$ cat src/design/star_pkg.sv
// Package for the symmetric tensor axis rotation block.
// Holds shared types, constants and the CORDIC arctangent table; no dependencies.
package star_pkg;

	localparam int unsigned DataW  = 32;
	localparam int unsigned AngW   = 16;
	localparam int unsigned CoefW  = 16;
	localparam int unsigned CordW  = 28;
	localparam int unsigned AtanEntries = 24;
	localparam int unsigned AddrW  = 4;

	localparam logic [AddrW-1:0] RegAngX = 4'd0;
	localparam logic [AddrW-1:0] RegAngY = 4'd4;
	localparam logic [AddrW-1:0] RegAngZ = 4'd8;

	localparam logic signed [CordW-1:0] AngPi     = 28'sd52707179;
	localparam logic signed [CordW-1:0] AngHalfPi = 28'sd26353589;
	localparam logic signed [CordW-1:0] CordGain  = 28'sd10188014;
	localparam logic signed [CoefW-1:0] OneQ14    = 16'sd16384;

	localparam logic [1:0] AxisX = 2'd0;
	localparam logic [1:0] AxisY = 2'd1;
	localparam logic [1:0] AxisZ = 2'd2;

	typedef logic signed [CoefW-1:0] coef_t;
	typedef logic signed [DataW-1:0] data_t;

	typedef struct packed {
		coef_t c;
		coef_t s;
		logic [1:0] axis;
	} rot_t;

	function automatic logic signed [CordW-1:0] atan_val(input logic [4:0] i);
		logic signed [CordW-1:0] v;
		case (i)
			5'd0: v = 28'sd13176795;
			5'd1: v = 28'sd7778716;
			5'd2: v = 28'sd4110060;
			5'd3: v = 28'sd2086331;
			5'd4: v = 28'sd1047214;
			5'd5: v = 28'sd524117;
			5'd6: v = 28'sd262123;
			5'd7: v = 28'sd131069;
			default: v = (i < 5'd24) ? (28'sd1 <<< (5'd24 - i)) : 28'sd0;
		endcase
		return v;
	endfunction

endpackage

$ cat src/design/star_cordic.sv
// Sequential CORDIC that turns a written angle into cos and sin in Q1.14.
// Depends on star_pkg.
module star_cordic #(
	parameter int unsigned CORDIC_STEPS = 16
) (
	input  logic                          clk,
	input  logic                          arst_n,
	input  logic                          go,
	input  logic signed [star_pkg::AngW-1:0] ang,
	output logic                          done,
	output star_pkg::coef_t               cos_val,
	output star_pkg::coef_t               sin_val
);
	import star_pkg::*;

	localparam int unsigned CntW = $clog2(CORDIC_STEPS + 1);

	logic                    run_q;
	logic [CntW-1:0]         cnt_q;
	logic signed [CordW-1:0] x_q, y_q, z_q;
	logic                    neg_q;
	logic signed [CordW-1:0] z0, xs, ys, nx, ny, nz, fx, fy;
	logic [4:0]              idx;

	function automatic coef_t to_q14(input logic signed [CordW-1:0] v);
		logic signed [CordW-1:0] r;
		r = (v + 28'sd512) >>> 10;
		if (r > 28'sd16384) r = 28'sd16384;
		if (r < -28'sd16384) r = -28'sd16384;
		return r[CoefW-1:0];
	endfunction

	assign z0  = CordW'(ang) <<< 11;
	assign idx = 5'(cnt_q);
	assign xs  = x_q >>> idx;
	assign ys  = y_q >>> idx;
	always_comb begin
		if (!z_q[CordW-1]) begin
			nx = x_q - ys;
			ny = y_q + xs;
			nz = z_q - atan_val(idx);
		end else begin
			nx = x_q + ys;
			ny = y_q - xs;
			nz = z_q + atan_val(idx);
		end
		fx = neg_q ? -x_q : x_q;
		fy = neg_q ? -y_q : y_q;
	end

	always_ff @(posedge clk or negedge arst_n) begin
		if (!arst_n) begin
			run_q <= 1'b0;
			cnt_q <= '0;
			done  <= 1'b0;
		end else begin
			done <= 1'b0;
			if (go) begin
				run_q <= 1'b1;
				cnt_q <= '0;
			end else if (run_q) begin
				if (cnt_q == CntW'(CORDIC_STEPS)) begin
					run_q <= 1'b0;
					done  <= 1'b1;
				end else begin
					cnt_q <= cnt_q + 1'b1;
				end
			end
		end
	end

	always_ff @(posedge clk) begin
		if (go) begin
			x_q <= CordGain;
			y_q <= '0;
			if (z0 > AngHalfPi) begin
				z_q <= z0 - AngPi;
				neg_q <= 1'b1;
			end else if (z0 < -AngHalfPi) begin
				z_q <= z0 + AngPi;
				neg_q <= 1'b1;
			end else begin
				z_q <= z0;
				neg_q <= 1'b0;
			end
		end else if (run_q && cnt_q != CntW'(CORDIC_STEPS)) begin
			x_q <= nx;
			y_q <= ny;
			z_q <= nz;
		end
		if (run_q && cnt_q == CntW'(CORDIC_STEPS)) begin
			cos_val <= to_q14(fx);
			sin_val <= to_q14(fy);
		end
	end
endmodule

$ cat src/design/star_regs.sv
// APB register file for the three angles and the stored rotation.
// Depends on star_pkg and star_cordic.
module star_regs #(
	parameter int unsigned CORDIC_STEPS = 16
) (
	input  logic                           clk,
	input  logic                           arst_n,
	input  logic                           psel,
	input  logic                           penable,
	input  logic                           pwrite,
	input  logic [star_pkg::AddrW-1:0]     paddr,
	input  logic [31:0]                    pwdata,
	output logic [31:0]                    prdata,
	output logic                           busy,
	output star_pkg::rot_t                 rot
);
	import star_pkg::*;

	logic signed [AngW-1:0] ax_q, ay_q, az_q;
	logic                   wr, hit;
	logic [1:0]             axis_next;
	logic signed [AngW-1:0] ang_next;
	logic [AngW-1:0]        wv;
	logic                   done;
	coef_t                  cv, sv;
	logic [1:0]             pend_axis_q;
	logic                   pend_q;
	logic [AddrW-1:0]       reg_addr;

	assign wr = psel && penable && pwrite;
	assign wv = pwdata[AngW-1:0];
	assign reg_addr = {paddr[AddrW-1:2], 2'b00};
	assign hit = wr && (reg_addr == RegAngX || reg_addr == RegAngY || reg_addr == RegAngZ);
	assign busy = pend_q;

	always_comb begin
		logic signed [AngW-1:0] nx, ny, nz;
		nx = ax_q;
		ny = ay_q;
		nz = az_q;
		unique case (reg_addr)
			RegAngX: nx = wv;
			RegAngY: ny = wv;
			RegAngZ: nz = wv;
			default: ;
		endcase
		if (nx != '0) begin
			axis_next = AxisX;
			ang_next  = nx;
		end else if (ny != '0) begin
			axis_next = AxisY;
			ang_next  = ny;
		end else begin
			axis_next = AxisZ;
			ang_next  = nz;
		end
	end

	always_ff @(posedge clk or negedge arst_n) begin
		if (!arst_n) begin
			ax_q <= '0;
			ay_q <= '0;
			az_q <= '0;
			pend_axis_q <= AxisZ;
			pend_q <= 1'b0;
			rot <= '{c: OneQ14, s: '0, axis: AxisZ};
		end else begin
			if (hit) begin
				unique case (reg_addr)
					RegAngX: ax_q <= wv;
					RegAngY: ay_q <= wv;
					RegAngZ: az_q <= wv;
					default: ;
				endcase
				pend_axis_q <= axis_next;
			end
			if (hit) pend_q <= 1'b1;
			else if (done) pend_q <= 1'b0;
			if (done) rot <= '{c: cv, s: sv, axis: pend_axis_q};
		end
	end

	always_comb begin
		unique case (reg_addr)
			RegAngX: prdata = 32'(ax_q);
			RegAngY: prdata = 32'(ay_q);
			RegAngZ: prdata = 32'(az_q);
			default: prdata = '0;
		endcase
	end

	star_cordic #(.CORDIC_STEPS(CORDIC_STEPS)) u_cordic (
		.clk(clk), .arst_n(arst_n), .go(hit), .ang(ang_next),
		.done(done), .cos_val(cv), .sin_val(sv)
	);
endmodule

$ cat config.mk
export PLATFORM = sky130hd
export DESIGN_NAME = star_regs
export DESIGN_NICKNAME = d
export VERILOG_FILES = /design/src/design/star_pkg.sv /design/src/design/star_cordic.sv /design/src/design/star_regs.sv
export SDC_FILE = /design/constraint.sdc
export NUM_CORES = 1
export LEC_CHECK = 0
export BUFFER_PORTS_ARGS = -buffer_cell sky130_fd_sc_hd__buf_2
export CORE_ASPECT_RATIO = 1.2
export CORE_UTILIZATION = 45
export DETAILED_ROUTE_END_ITERATION = 12
export GPL_TIMING_DRIVEN = 0
export PLACE_DENSITY = 0.61
export REMOVE_ABC_BUFFERS = 1
export SLEW_MARGIN = 0
export SYNTH_ARGS = -nofsm -noshare
export SYNTH_HDL_FRONTEND = slang
export SYNTH_SLANG_ARGS = --single-unit
$ cat constraint.sdc
create_clock -name clk -period 7.1 [get_ports clk]
set_input_delay 1.065 -clock clk [delete_from_list [all_inputs] [get_ports clk]]
set_output_delay 1.065 -clock clk [all_outputs]
set_load 0.02 [all_outputs]
==> impl_metrics.sql, run 1 <==
INSERT INTO impl_metrics (metric_group, metric, value, unit) VALUES
('place', 'hpwl', '50.14', 'mm'),
('clock_tree', 'cts.htree.levels', '1', ''),
('place', 'placement_stage_worst_setup_slack', '-0.8265', 'ns'),
('synth', 'synth_top_cell_area_share', '10.19', '%'),
('synth', 'postSynthAreaPerCell', '8.463', 'um^2'),
('clock_tree', 'clkTransAtPathRegs', '0.06', 'ns'),
('clock_tree', 'cts_buffers', '26', ''),
('synth', 'synth_cell_types', '118', ''),
('sta', 'timing_max_transition_violations_final', '0', ''),
('clock_tree', 'cts_hold_repair.buffers', '0', ''),
('place', 'final_replace_weighted_congestion', '0.9677', ''),
('grt', 'grt_start_max_net_pins', '75', ''),
('setup_path', 'worst-endpoint-arrival', '7.07', 'ns'),
('routing', 'detailed_route_wire_length', '68.79', 'mm'),
('worst_hold_path', 'hold_start', 'u_cordic.cos_val[3]', ''),
('grt', 'grt_first_pass_wirelength', '109.0', 'mm'),
('setup_path', 'r2r_start', 'u_cordic.cnt_q[1]', ''),
('synth', 'post_synth_arst_share', '44.02', '%'),
('run', 'maxCapViolations', '0', ''),
('clock_tree', 'clkLatencyLatePin', '0.57', 'ns'),
('routing', 'postRouteAntennaNets', '0', ''),
('floorplan', 'fp.dieH', '243.4', 'um'),
('setup_path', 'worst-r2r-setup-slack', '0.48', 'ns'),
('synth', 'post_synth_main_area_contributors', 'sky130_fd_sc_hd__dfrtp_1 (10%), sky130_fd_sc_hd__edfxtp_1 (8.4%), sky130_fd_sc_hd__ha_1 (5.6%)', ''),
('place', 'placement.io_buffers', '89', ''),
('floorplan', 'placeableCoreArea', '48010', 'um^2'),
('sta', 'maxClockFrequency', '151.1', 'MHz'),
('finish', 'area_added_between_synthesis_and_finish', '7.893', '%'),
('grt', 'grt.total_usage', '27.33', '%'),
('sta', 'finalSetupViolations', '0', ''),
('synth', 'synth_edf_count', '61', ''),
('setup_path', 'r2r-end', 'u_cordic.y_q[27]', ''),
('synth', 'synth_warnings', '0', ''),
('synth', 'synth_area_leader_cell', 'sky130_fd_sc_hd__dfrtp_1', ''),
('setup_path', 'worstSetupEndpointType', 'flop', ''),
('clock_tree', 'clock-sinks', '209', ''),
('sta', 'min_period', '6.619', 'ns'),
('routing', 'post_drt_wl_per_cell', '21.62', 'um'),
('floorplan', 'die_x', '203.2', 'um'),
('synth', 'synth_seq_cells', '209', ''),
('routing', 'remaining_drc_errors', '0', ''),
('outcome', 'run_status', 'finished, final reports clean', ''),
('routing', 'drt-initial-drc-count', '1327', ''),
('setup_path', 'critical_path_required', '7.55', 'ns'),
('grt', 'global_route.overflow_total', '0', ''),
('clock_tree', 'clk_path_buf_depth', '3', ''),
('routing', 'detailedRoute.firstPassIterationCount', '5', ''),
('finish', 'final_nets', '2674', ''),
('grt', 'grt_antenna_before_repair', '0', ''),
('setup_path', 'worstSetupPathType', 'reg2reg', ''),
('floorplan', 'floorplan.rows', '88', ''),
('grt', 'grt_pass1_vias', '19602', ''),
('sta', 'post-route-period-util', '93.22', '%'),
('clock_tree', 'cts_tree', 'done', ''),
('finish', 'post-route-util', '49.13', '%'),
('sta', 'timing.slew.headroom', '12.16', '%'),
('sta', 'grt_setup_unrepaired', 'no', ''),
('worst_hold_path', 'whs_path_depth', '1', ''),
('sta', 'final.hold.worst_slack', '0.4750', 'ns'),
('finish', 'antenna_cells_inserted', '0', ''),
('worst_hold_path', 'timing.hold.worst_endpoint', 'rot[21]', ''),
('synth', 'ys.flop_type', 'sky130_fd_sc_hd__dfrtp_1', ''),
('routing', 'drt-vias-per-instance', '6.382', ''),
('setup_path', 'worst-r2r-cell-count', '23', ''),
('finish', 'design_area', '23590', 'um^2'),
('synth', 'synthesis.instances', '2583', ''),
('setup_path', 'crit_start', 'u_cordic.cnt_q[1]', ''),
('floorplan', 'ios', '108', ''),
('sta', 'fin_skew', '0.01777', 'ns'),
('routing', 'route.vias.total', '20307', ''),
('sta', 'least_margin_pin_slew', '1.310', 'ns'),
('setup_path', 'worst_setup_path_start_kind', 'flop', ''),
('synth', 'synth_sequential_area_ratio', '24.06', '%'),
('synth', 'netlist_area', '21860', 'um^2'),
('clock_tree', 'clock-root-buffer', 'sky130_fd_sc_hd__clkbuf_16', ''),
('place', 'placed_cell_area', '22490', 'um^2'),
('setup_path', 'critical_path_peak_fanout', '33', ''),
('floorplan', 'fp.dieArea', '49470', 'um^2'),
('finish', 'post_route_cells_drive_above_1_share', '14.77', '%'),
('sta', 'smallest_setup_slack_after_layout', '0.4813', 'ns'),
('sta', 'hold_viol_final', '0', ''),
('worst_hold_path', 'timing.hold.worst.class', 'reg2reg', ''),
('floorplan', 'initial_core_util', '45.54', '%');
[registers in the layout, summed over array words and instances (netlist names)]
register          flops
az_q                 16
u_cordic.cnt_q        5
u_cordic.sin_val     16
busy                  1
ax_q                 16
ay_q                 16
u_cordic.x_q         28
u_cordic.neg_q        1
pend_axis_q           2
u_cordic.z_q         28
u_cordic.cos_val     16
u_cordic.run_q        1
u_cordic.done         1
u_cordic.y_q         28
rot                  34
[cell usage after synthesis (16+ instances only)]
cell type and number:
sky130_fd_sc_hd__a32oi_1 16, sky130_fd_sc_hd__o22ai_1 16, sky130_fd_sc_hd__o21ai_0 178, sky130_fd_sc_hd__nor3_1 63, sky130_fd_sc_hd__o31ai_1 19, sky130_fd_sc_hd__a211oi_1 34, sky130_fd_sc_hd__nor2_1 200, sky130_fd_sc_hd__mux2i_1 89
sky130_fd_sc_hd__a31oi_1 46, sky130_fd_sc_hd__a21oi_1 214, sky130_fd_sc_hd__ha_1 98, sky130_fd_sc_hd__and3_1 27, sky130_fd_sc_hd__nor2b_1 21, sky130_fd_sc_hd__nor4_1 21, sky130_fd_sc_hd__nand2b_1 27, sky130_fd_sc_hd__xor2_1 83
sky130_fd_sc_hd__edfxtp_1 61, sky130_fd_sc_hd__nand2_1 258, sky130_fd_sc_hd__nand4_1 19, sky130_fd_sc_hd__dfxtp_1 56, sky130_fd_sc_hd__buf_4 23, sky130_fd_sc_hd__or2_2 16, sky130_fd_sc_hd__o211ai_1 24, sky130_fd_sc_hd__buf_2 19
sky130_fd_sc_hd__xnor2_1 127, sky130_fd_sc_hd__a22oi_1 16, sky130_fd_sc_hd__and2_1 22, sky130_fd_sc_hd__mux4_2 34, sky130_fd_sc_hd__dfrtp_1 89, sky130_fd_sc_hd__clkbuf_1 110, sky130_fd_sc_hd__inv_1 45, sky130_fd_sc_hd__nand3_1 56
sky130_fd_sc_hd__mux4_1 18, sky130_fd_sc_hd__o21a_1 19, sky130_fd_sc_hd__mux2_2 101, sky130_fd_sc_hd__a21o_1 48, sky130_fd_sc_hd__buf_6 16
[worst max-delay path, cell delays in order (launching register included)]
cell	delay (ns)
sky130_fd_sc_hd__dfrtp_4	0.56
sky130_fd_sc_hd__buf_16	0.26
sky130_fd_sc_hd__mux4_1	0.62
sky130_fd_sc_hd__mux2_2	0.34
sky130_fd_sc_hd__mux4_2	0.54
sky130_fd_sc_hd__nor2b_1	0.16
sky130_fd_sc_hd__and2_1	0.20
sky130_fd_sc_hd__and4bb_1	0.34
sky130_fd_sc_hd__nor2b_1	0.21
sky130_fd_sc_hd__nor2_1	0.06
sky130_fd_sc_hd__a21oi_1	0.12
sky130_fd_sc_hd__a21oi_1	0.07
sky130_fd_sc_hd__ha_1	0.38
sky130_fd_sc_hd__nand3_1	0.19
sky130_fd_sc_hd__or4_1	0.59
sky130_fd_sc_hd__a21o_1	0.23
sky130_fd_sc_hd__a41oi_2	0.25
sky130_fd_sc_hd__or4_1	0.17
sky130_fd_sc_hd__nand4_1	0.13
sky130_fd_sc_hd__a31oi_1	0.24
sky130_fd_sc_hd__nand3_1	0.14
sky130_fd_sc_hd__nand3_1	0.09
sky130_fd_sc_hd__nor3b_1	0.21
sky130_fd_sc_hd__mux2_2	0.36
[worst max path at each step]
| stage | end | slack, ns |
|---|---|---|
| after floorplan | prdata[15] | -2.12 |
| after global placement | u_cordic.z_q[0] | -5.23 |
| after detailed placement | u_cordic.z_q[26] | -0.83 |
| after CTS | u_cordic.z_q[26] | 0.13 |
| after global routing | u_cordic.y_q[27] | 0.06 |
| final | u_cordic.y_q[27] | 0.48 |
[layout make-up]
cell class | count | area [um^2]
clock inverters | 13 | 202.7
repair buffers | 115 | 939.7
inverters | 51 | 200.2
flip-flops and latches | 209 | 5274
fillers | 4646 | 24420
well taps | 630 | 788.3
multi-input cells | 2129 | 15440
clock buffers | 35 | 744.5
[cell usage in the layout, fill, tap and decap left out, types with 18 or more instances in the layout]
cell,Yosys,final
sky130_fd_sc_hd__o31ai_1,19,19
sky130_fd_sc_hd__nor2_1,200,198
sky130_fd_sc_hd__nor2b_1,21,20
sky130_fd_sc_hd__mux2i_1,89,89
sky130_fd_sc_hd__nor3_1,63,61
sky130_fd_sc_hd__dfrtp_1,89,83
sky130_fd_sc_hd__xnor2_1,127,127
sky130_fd_sc_hd__buf_2,19,88
sky130_fd_sc_hd__o211ai_1,24,24
sky130_fd_sc_hd__a21o_1,48,47
sky130_fd_sc_hd__mux4_1,18,18
sky130_fd_sc_hd__o21ai_0,178,178
sky130_fd_sc_hd__mux2_2,101,101
sky130_fd_sc_hd__and2_1,22,22
sky130_fd_sc_hd__dfxtp_1,56,56
sky130_fd_sc_hd__mux4_2,34,34
sky130_fd_sc_hd__clkbuf_16,0,27
sky130_fd_sc_hd__a31oi_1,46,46
sky130_fd_sc_hd__nand4_1,19,19
sky130_fd_sc_hd__nand2_1,258,258
sky130_fd_sc_hd__xor2_1,83,82
sky130_fd_sc_hd__a21oi_1,214,213
sky130_fd_sc_hd__nor4_1,21,21
sky130_fd_sc_hd__nand2b_1,27,27
sky130_fd_sc_hd__edfxtp_1,61,61
sky130_fd_sc_hd__a211oi_1,34,33
sky130_fd_sc_hd__inv_1,45,43
sky130_fd_sc_hd__nand3_1,56,56
sky130_fd_sc_hd__o21a_1,19,19
sky130_fd_sc_hd__and3_1,27,26
sky130_fd_sc_hd__ha_1,98,97
[cells by family (layout without fill, tap and decap cells)]
kind of cell               count (synthesis)  count (layout)  synth area share (%)
AOI/OAI and AO/OA                        775             775                 23.13
DFF                                      209             209                 24.06
muxes                                    242             242                 14.94
buffers and inverters                    245             214                 5.707
and+or+nand+nor                          800             800                 17.79
adders and majority gates                101             101                 5.884
xor gates and xnor gates                 211             211                 8.488
[routing by layer]
| metal | GRT usage [%] | wire length, um |
|---|---|---|
| met3 | 3.852 | 3963 |
| met4 | 12.98 | 3493 |
| met1 | 33.04 | 27570 |
| met5 | 0 | 0 |
| met2 | 47.43 | 33770 |
[metrics by stage]
stage,instances,setup TNS (ns)
4_1_cts,3174,0
6_report,3182,0
3_3_place_gp,3108,-358.01
5_1_grt,3182,0
2_1_floorplan,2389,-51.12
3_5_place_dp,3126,-5.556
[what timing repair did]
action                                  4_1_cts  5_1_grt
resized for setup                             4        7
cloned                                        0        1
pin swaps                                     0        0
buffers inserted                              0        6
endpoints found under the setup margin       21       10
Power of run 1 is left out: the tool's default activity adds up to more than one toggle a clock period on the data nets, which glitch-free logic cannot reach.
==> inputs of run 2 (changes only) <==
--- a/config.mk
+++ b/config.mk
@@ -6,11 +6,13 @@
 export NUM_CORES = 1
 export LEC_CHECK = 0
 export BUFFER_PORTS_ARGS = -buffer_cell sky130_fd_sc_hd__buf_2
+export CELL_PAD_IN_SITES_DETAIL_PLACEMENT = 1
+export CELL_PAD_IN_SITES_GLOBAL_PLACEMENT = 1
 export CORE_ASPECT_RATIO = 1.2
 export CORE_UTILIZATION = 45
 export DETAILED_ROUTE_END_ITERATION = 12
 export GPL_TIMING_DRIVEN = 0
-export PLACE_DENSITY = 0.61
+export PLACE_DENSITY = 0.76
 export REMOVE_ABC_BUFFERS = 1
 export SLEW_MARGIN = 0
 export SYNTH_ARGS = -nofsm -noshare
==> run 2 against run 1 <==
  * Cell area about the same
  * Die area is the same
  * Count of clock-buffer cells in the layout shrank 1
  * Global-route usage increased by 3.2 points
  * Worst hold slack worse by 0.045 ns
  * Critical endpoint unchanged
  * Via count rose by 2.2%
==> impl_metrics.sql, run 2 (synthesized netlist as in run 1, its figures left out) <==
INSERT INTO impl_metrics (metric_group, metric, value, unit) VALUES
('outcome', 'run_status', 'finished, final reports clean', ''),
('sta', 'maxClockFrequency', '147.3', 'MHz'),
('run', 'maxCapViolations', '0', ''),
('finish', 'post-route-util', '49.12', '%'),
('setup_path', 'cp_top_family', 'simple AND/OR/NAND/NOR gates', ''),
('clock_tree', 'clock-sinks', '209', ''),
('worst_hold_path', 'timing.hold.worst.class', 'in2async', ''),
('setup_path', 'path_cells', 'buf_16 > mux4_1 > mux2_2 > mux4_2 > nor2b_1 > and2_1 > and4bb_2 > nor2b_1 > nor2_1 > a21oi_1 > a21oi_1 > ha_1 > nand3_1 > or4_1 > a21o_1 > a41oi_2 > or4_1 > nand4_1 > a31oi_2 > nand3_1 > nand3_1 > nor3b_2 > mux2_2', ''),
('floorplan', 'floorplan.rows', '88', ''),
('sta', 'timing_max_transition_violations_final', '0', ''),
('setup_path', 'worstSetupEndpointType', 'flop', ''),
('sta', 'smallest_setup_slack_after_layout', '0.3094', 'ns'),
('sta', 'timing.slew.headroom', '10.86', '%'),
('clock_tree', 'cts.htree.levels', '1', ''),
('floorplan', 'die_x', '203.2', 'um'),
('sta', 'least_margin_pin_slew', '1.329', 'ns'),
('place', 'final_replace_weighted_congestion', '0.9202', ''),
('finish', 'final_nets', '2669', ''),
('floorplan', 'fp.dieH', '243.4', 'um'),
('grt', 'grt_antenna_before_repair', '0', ''),
('finish', 'most_used_cells_in_the_layout_excluding_fill_and_tap_cells', 'sky130_fd_sc_hd__nand2_1 (258), sky130_fd_sc_hd__a21oi_1 (214), sky130_fd_sc_hd__nor2_1 (198)', ''),
('setup_path', 'worstSetupPathType', 'reg2reg', ''),
('finish', 'largest_reg_flops', '34', ''),
('routing', 'route.vias.total', '20762', ''),
('setup_path', 'worst-endpoint-arrival', '7.26', 'ns'),
('finish', 'area_added_between_synthesis_and_finish', '7.870', '%'),
('setup_path', 'critical_path_required', '7.57', 'ns'),
('clock_tree', 'clkLatencyLatePin', '0.58', 'ns'),
('finish', 'antenna_cells_inserted', '0', ''),
('finish', 'finalNonFillerCells', '3178', ''),
('setup_path', 'worst-r2r-setup-slack', '0.31', 'ns'),
('sta', 'fin_skew', '0.01021', 'ns'),
('grt', 'grt_pass1_vias', '21496', ''),
('routing', 'remaining_drc_errors', '0', ''),
('routing', 'detailed_route_wire_length', '76.37', 'mm'),
('clock_tree', 'cts_buffers', '27', ''),
('sta', 'finalSetupViolations', '0', ''),
('sta', 'setup-tns-final', '0', 'ns'),
('finish', 'post_route_cells_drive_above_1_share', '14.64', '%'),
('place', 'placement.io_buffers', '89', ''),
('setup_path', 'crit_path_top_delay_cell', 'sky130_fd_sc_hd__mux4_1', ''),
('setup_path', 'worst_setup_path_start_kind', 'flop', ''),
('finish', 'fillerInstances', '5703', ''),
('clock_tree', 'clk_path_buf_depth', '3', ''),
('sta', 'hold_viol_final', '0', ''),
('routing', 'drt-initial-drc-count', '1385', ''),
('setup_path', 'critical_path_peak_fanout', '35', ''),
('grt', 'grt_first_pass_wirelength', '120.8', 'mm'),
('finish', 'mostFrequentLayoutCell', 'sky130_fd_sc_hd__nand2_1', ''),
('sta', 'min_period', '6.791', 'ns'),
('routing', 'detailedRoute.firstPassIterationCount', '6', ''),
('sta', 'grt_setup_unrepaired', 'no', ''),
('setup_path', 'cp_slowest_stage_delay', '0.62', 'ns'),
('place', 'hpwl', '56.54', 'mm'),
('finish', 'largest_register_by_flop_count', 'rot', ''),
('clock_tree', 'clkTransAtPathRegs', '0.06', 'ns'),
('clock_tree', 'cts_tree', 'done', ''),
('grt', 'global_route.overflow_total', '0', ''),
('routing', 'post_drt_wl_per_cell', '24.03', 'um'),
('routing', 'postRouteAntennaNets', '0', ''),
('routing', 'drt-vias-per-instance', '6.533', ''),
('floorplan', 'placeableCoreArea', '48010', 'um^2'),
('setup_path', 'path_buf_inv', '1', ''),
('floorplan', 'initial_core_util', '45.54', '%'),
('setup_path', 'cpMostUsedCell', 'sky130_fd_sc_hd__nand3_1', ''),
('floorplan', 'ios', '108', ''),
('floorplan', 'fp.dieArea', '49470', 'um^2'),
('place', 'placed_cells', '3126', ''),
('grt', 'grt.total_usage', '30.48', '%'),
('sta', 'post-route-period-util', '95.64', '%'),
('clock_tree', 'clock-root-buffer', 'sky130_fd_sc_hd__clkbuf_16', ''),
('grt', 'grt_start_max_net_pins', '79', ''),
('place', 'placement_stage_worst_setup_slack', '-0.9994', 'ns');
run 2: per-stage QoR:
step	instance area, um^2	hold slack (ns)
finish	23580	0.4303
global route	23580	0.4445
CTS	23520	0.4239
detailed placement	22500	0.4647
global placement	22040	0.4596
floorplan	20800	0.4444
run 2: layout make-up:
class | instances | area [um^2] | area share (%)
Clock buffer | 34 | 711.9 | 3.019
Multi-Input combinational cell | 2129 | 15460 | 65.55
Clock inverter | 16 | 246.5 | 1.045
Inverter | 51 | 203.9 | 0.8649
Sequential cell | 209 | 5273 | 22.36
Tap cell | 630 | 788.3 | 3.343
Timing Repair Buffer | 109 | 900.9 | 3.820
run 2: metal layers:
layer,track usage (%),share of wire (%)
met5,0,0
met4,15.63,5.3
met3,3.491,4.6
met2,54.81,50
met1,35.31,40
run 2: final timing paths:
kind / startpoint / endpoint / cells past startpoint
min in group clk: u_cordic.cos_val[7] / rot[25] / 1
min reg2reg: u_cordic.cos_val[7] / rot[25] / 1
max in group asynchronous: arst_n / rot[32] / 2
max: u_cordic.cnt_q[1] / u_cordic.y_q[27] / 23
min: arst_n / ay_q[0] / 1
max reg2reg: u_cordic.cnt_q[1] / u_cordic.y_q[27] / 23
run 2: what timing repair did:
action | in CTS | in global routing
setup buffers | 1 | 0
cloned | 1 | 0
endpoints found under the setup margin | 23 | 4
gates resized for setup | 5 | 13
hold buffers | 0 | 0
run 2: worst register-to-register path, delay by kind of cell (launching register included):
kind,cells,cell delay [ns]
simple gates,12,2.63
buf+inv,1,0.26
fa+ha+maj,1,0.39
compound gates,5,0.94
mux,4,1.88
flops,1,0.56
Power of run 2 is left out for the same reason.
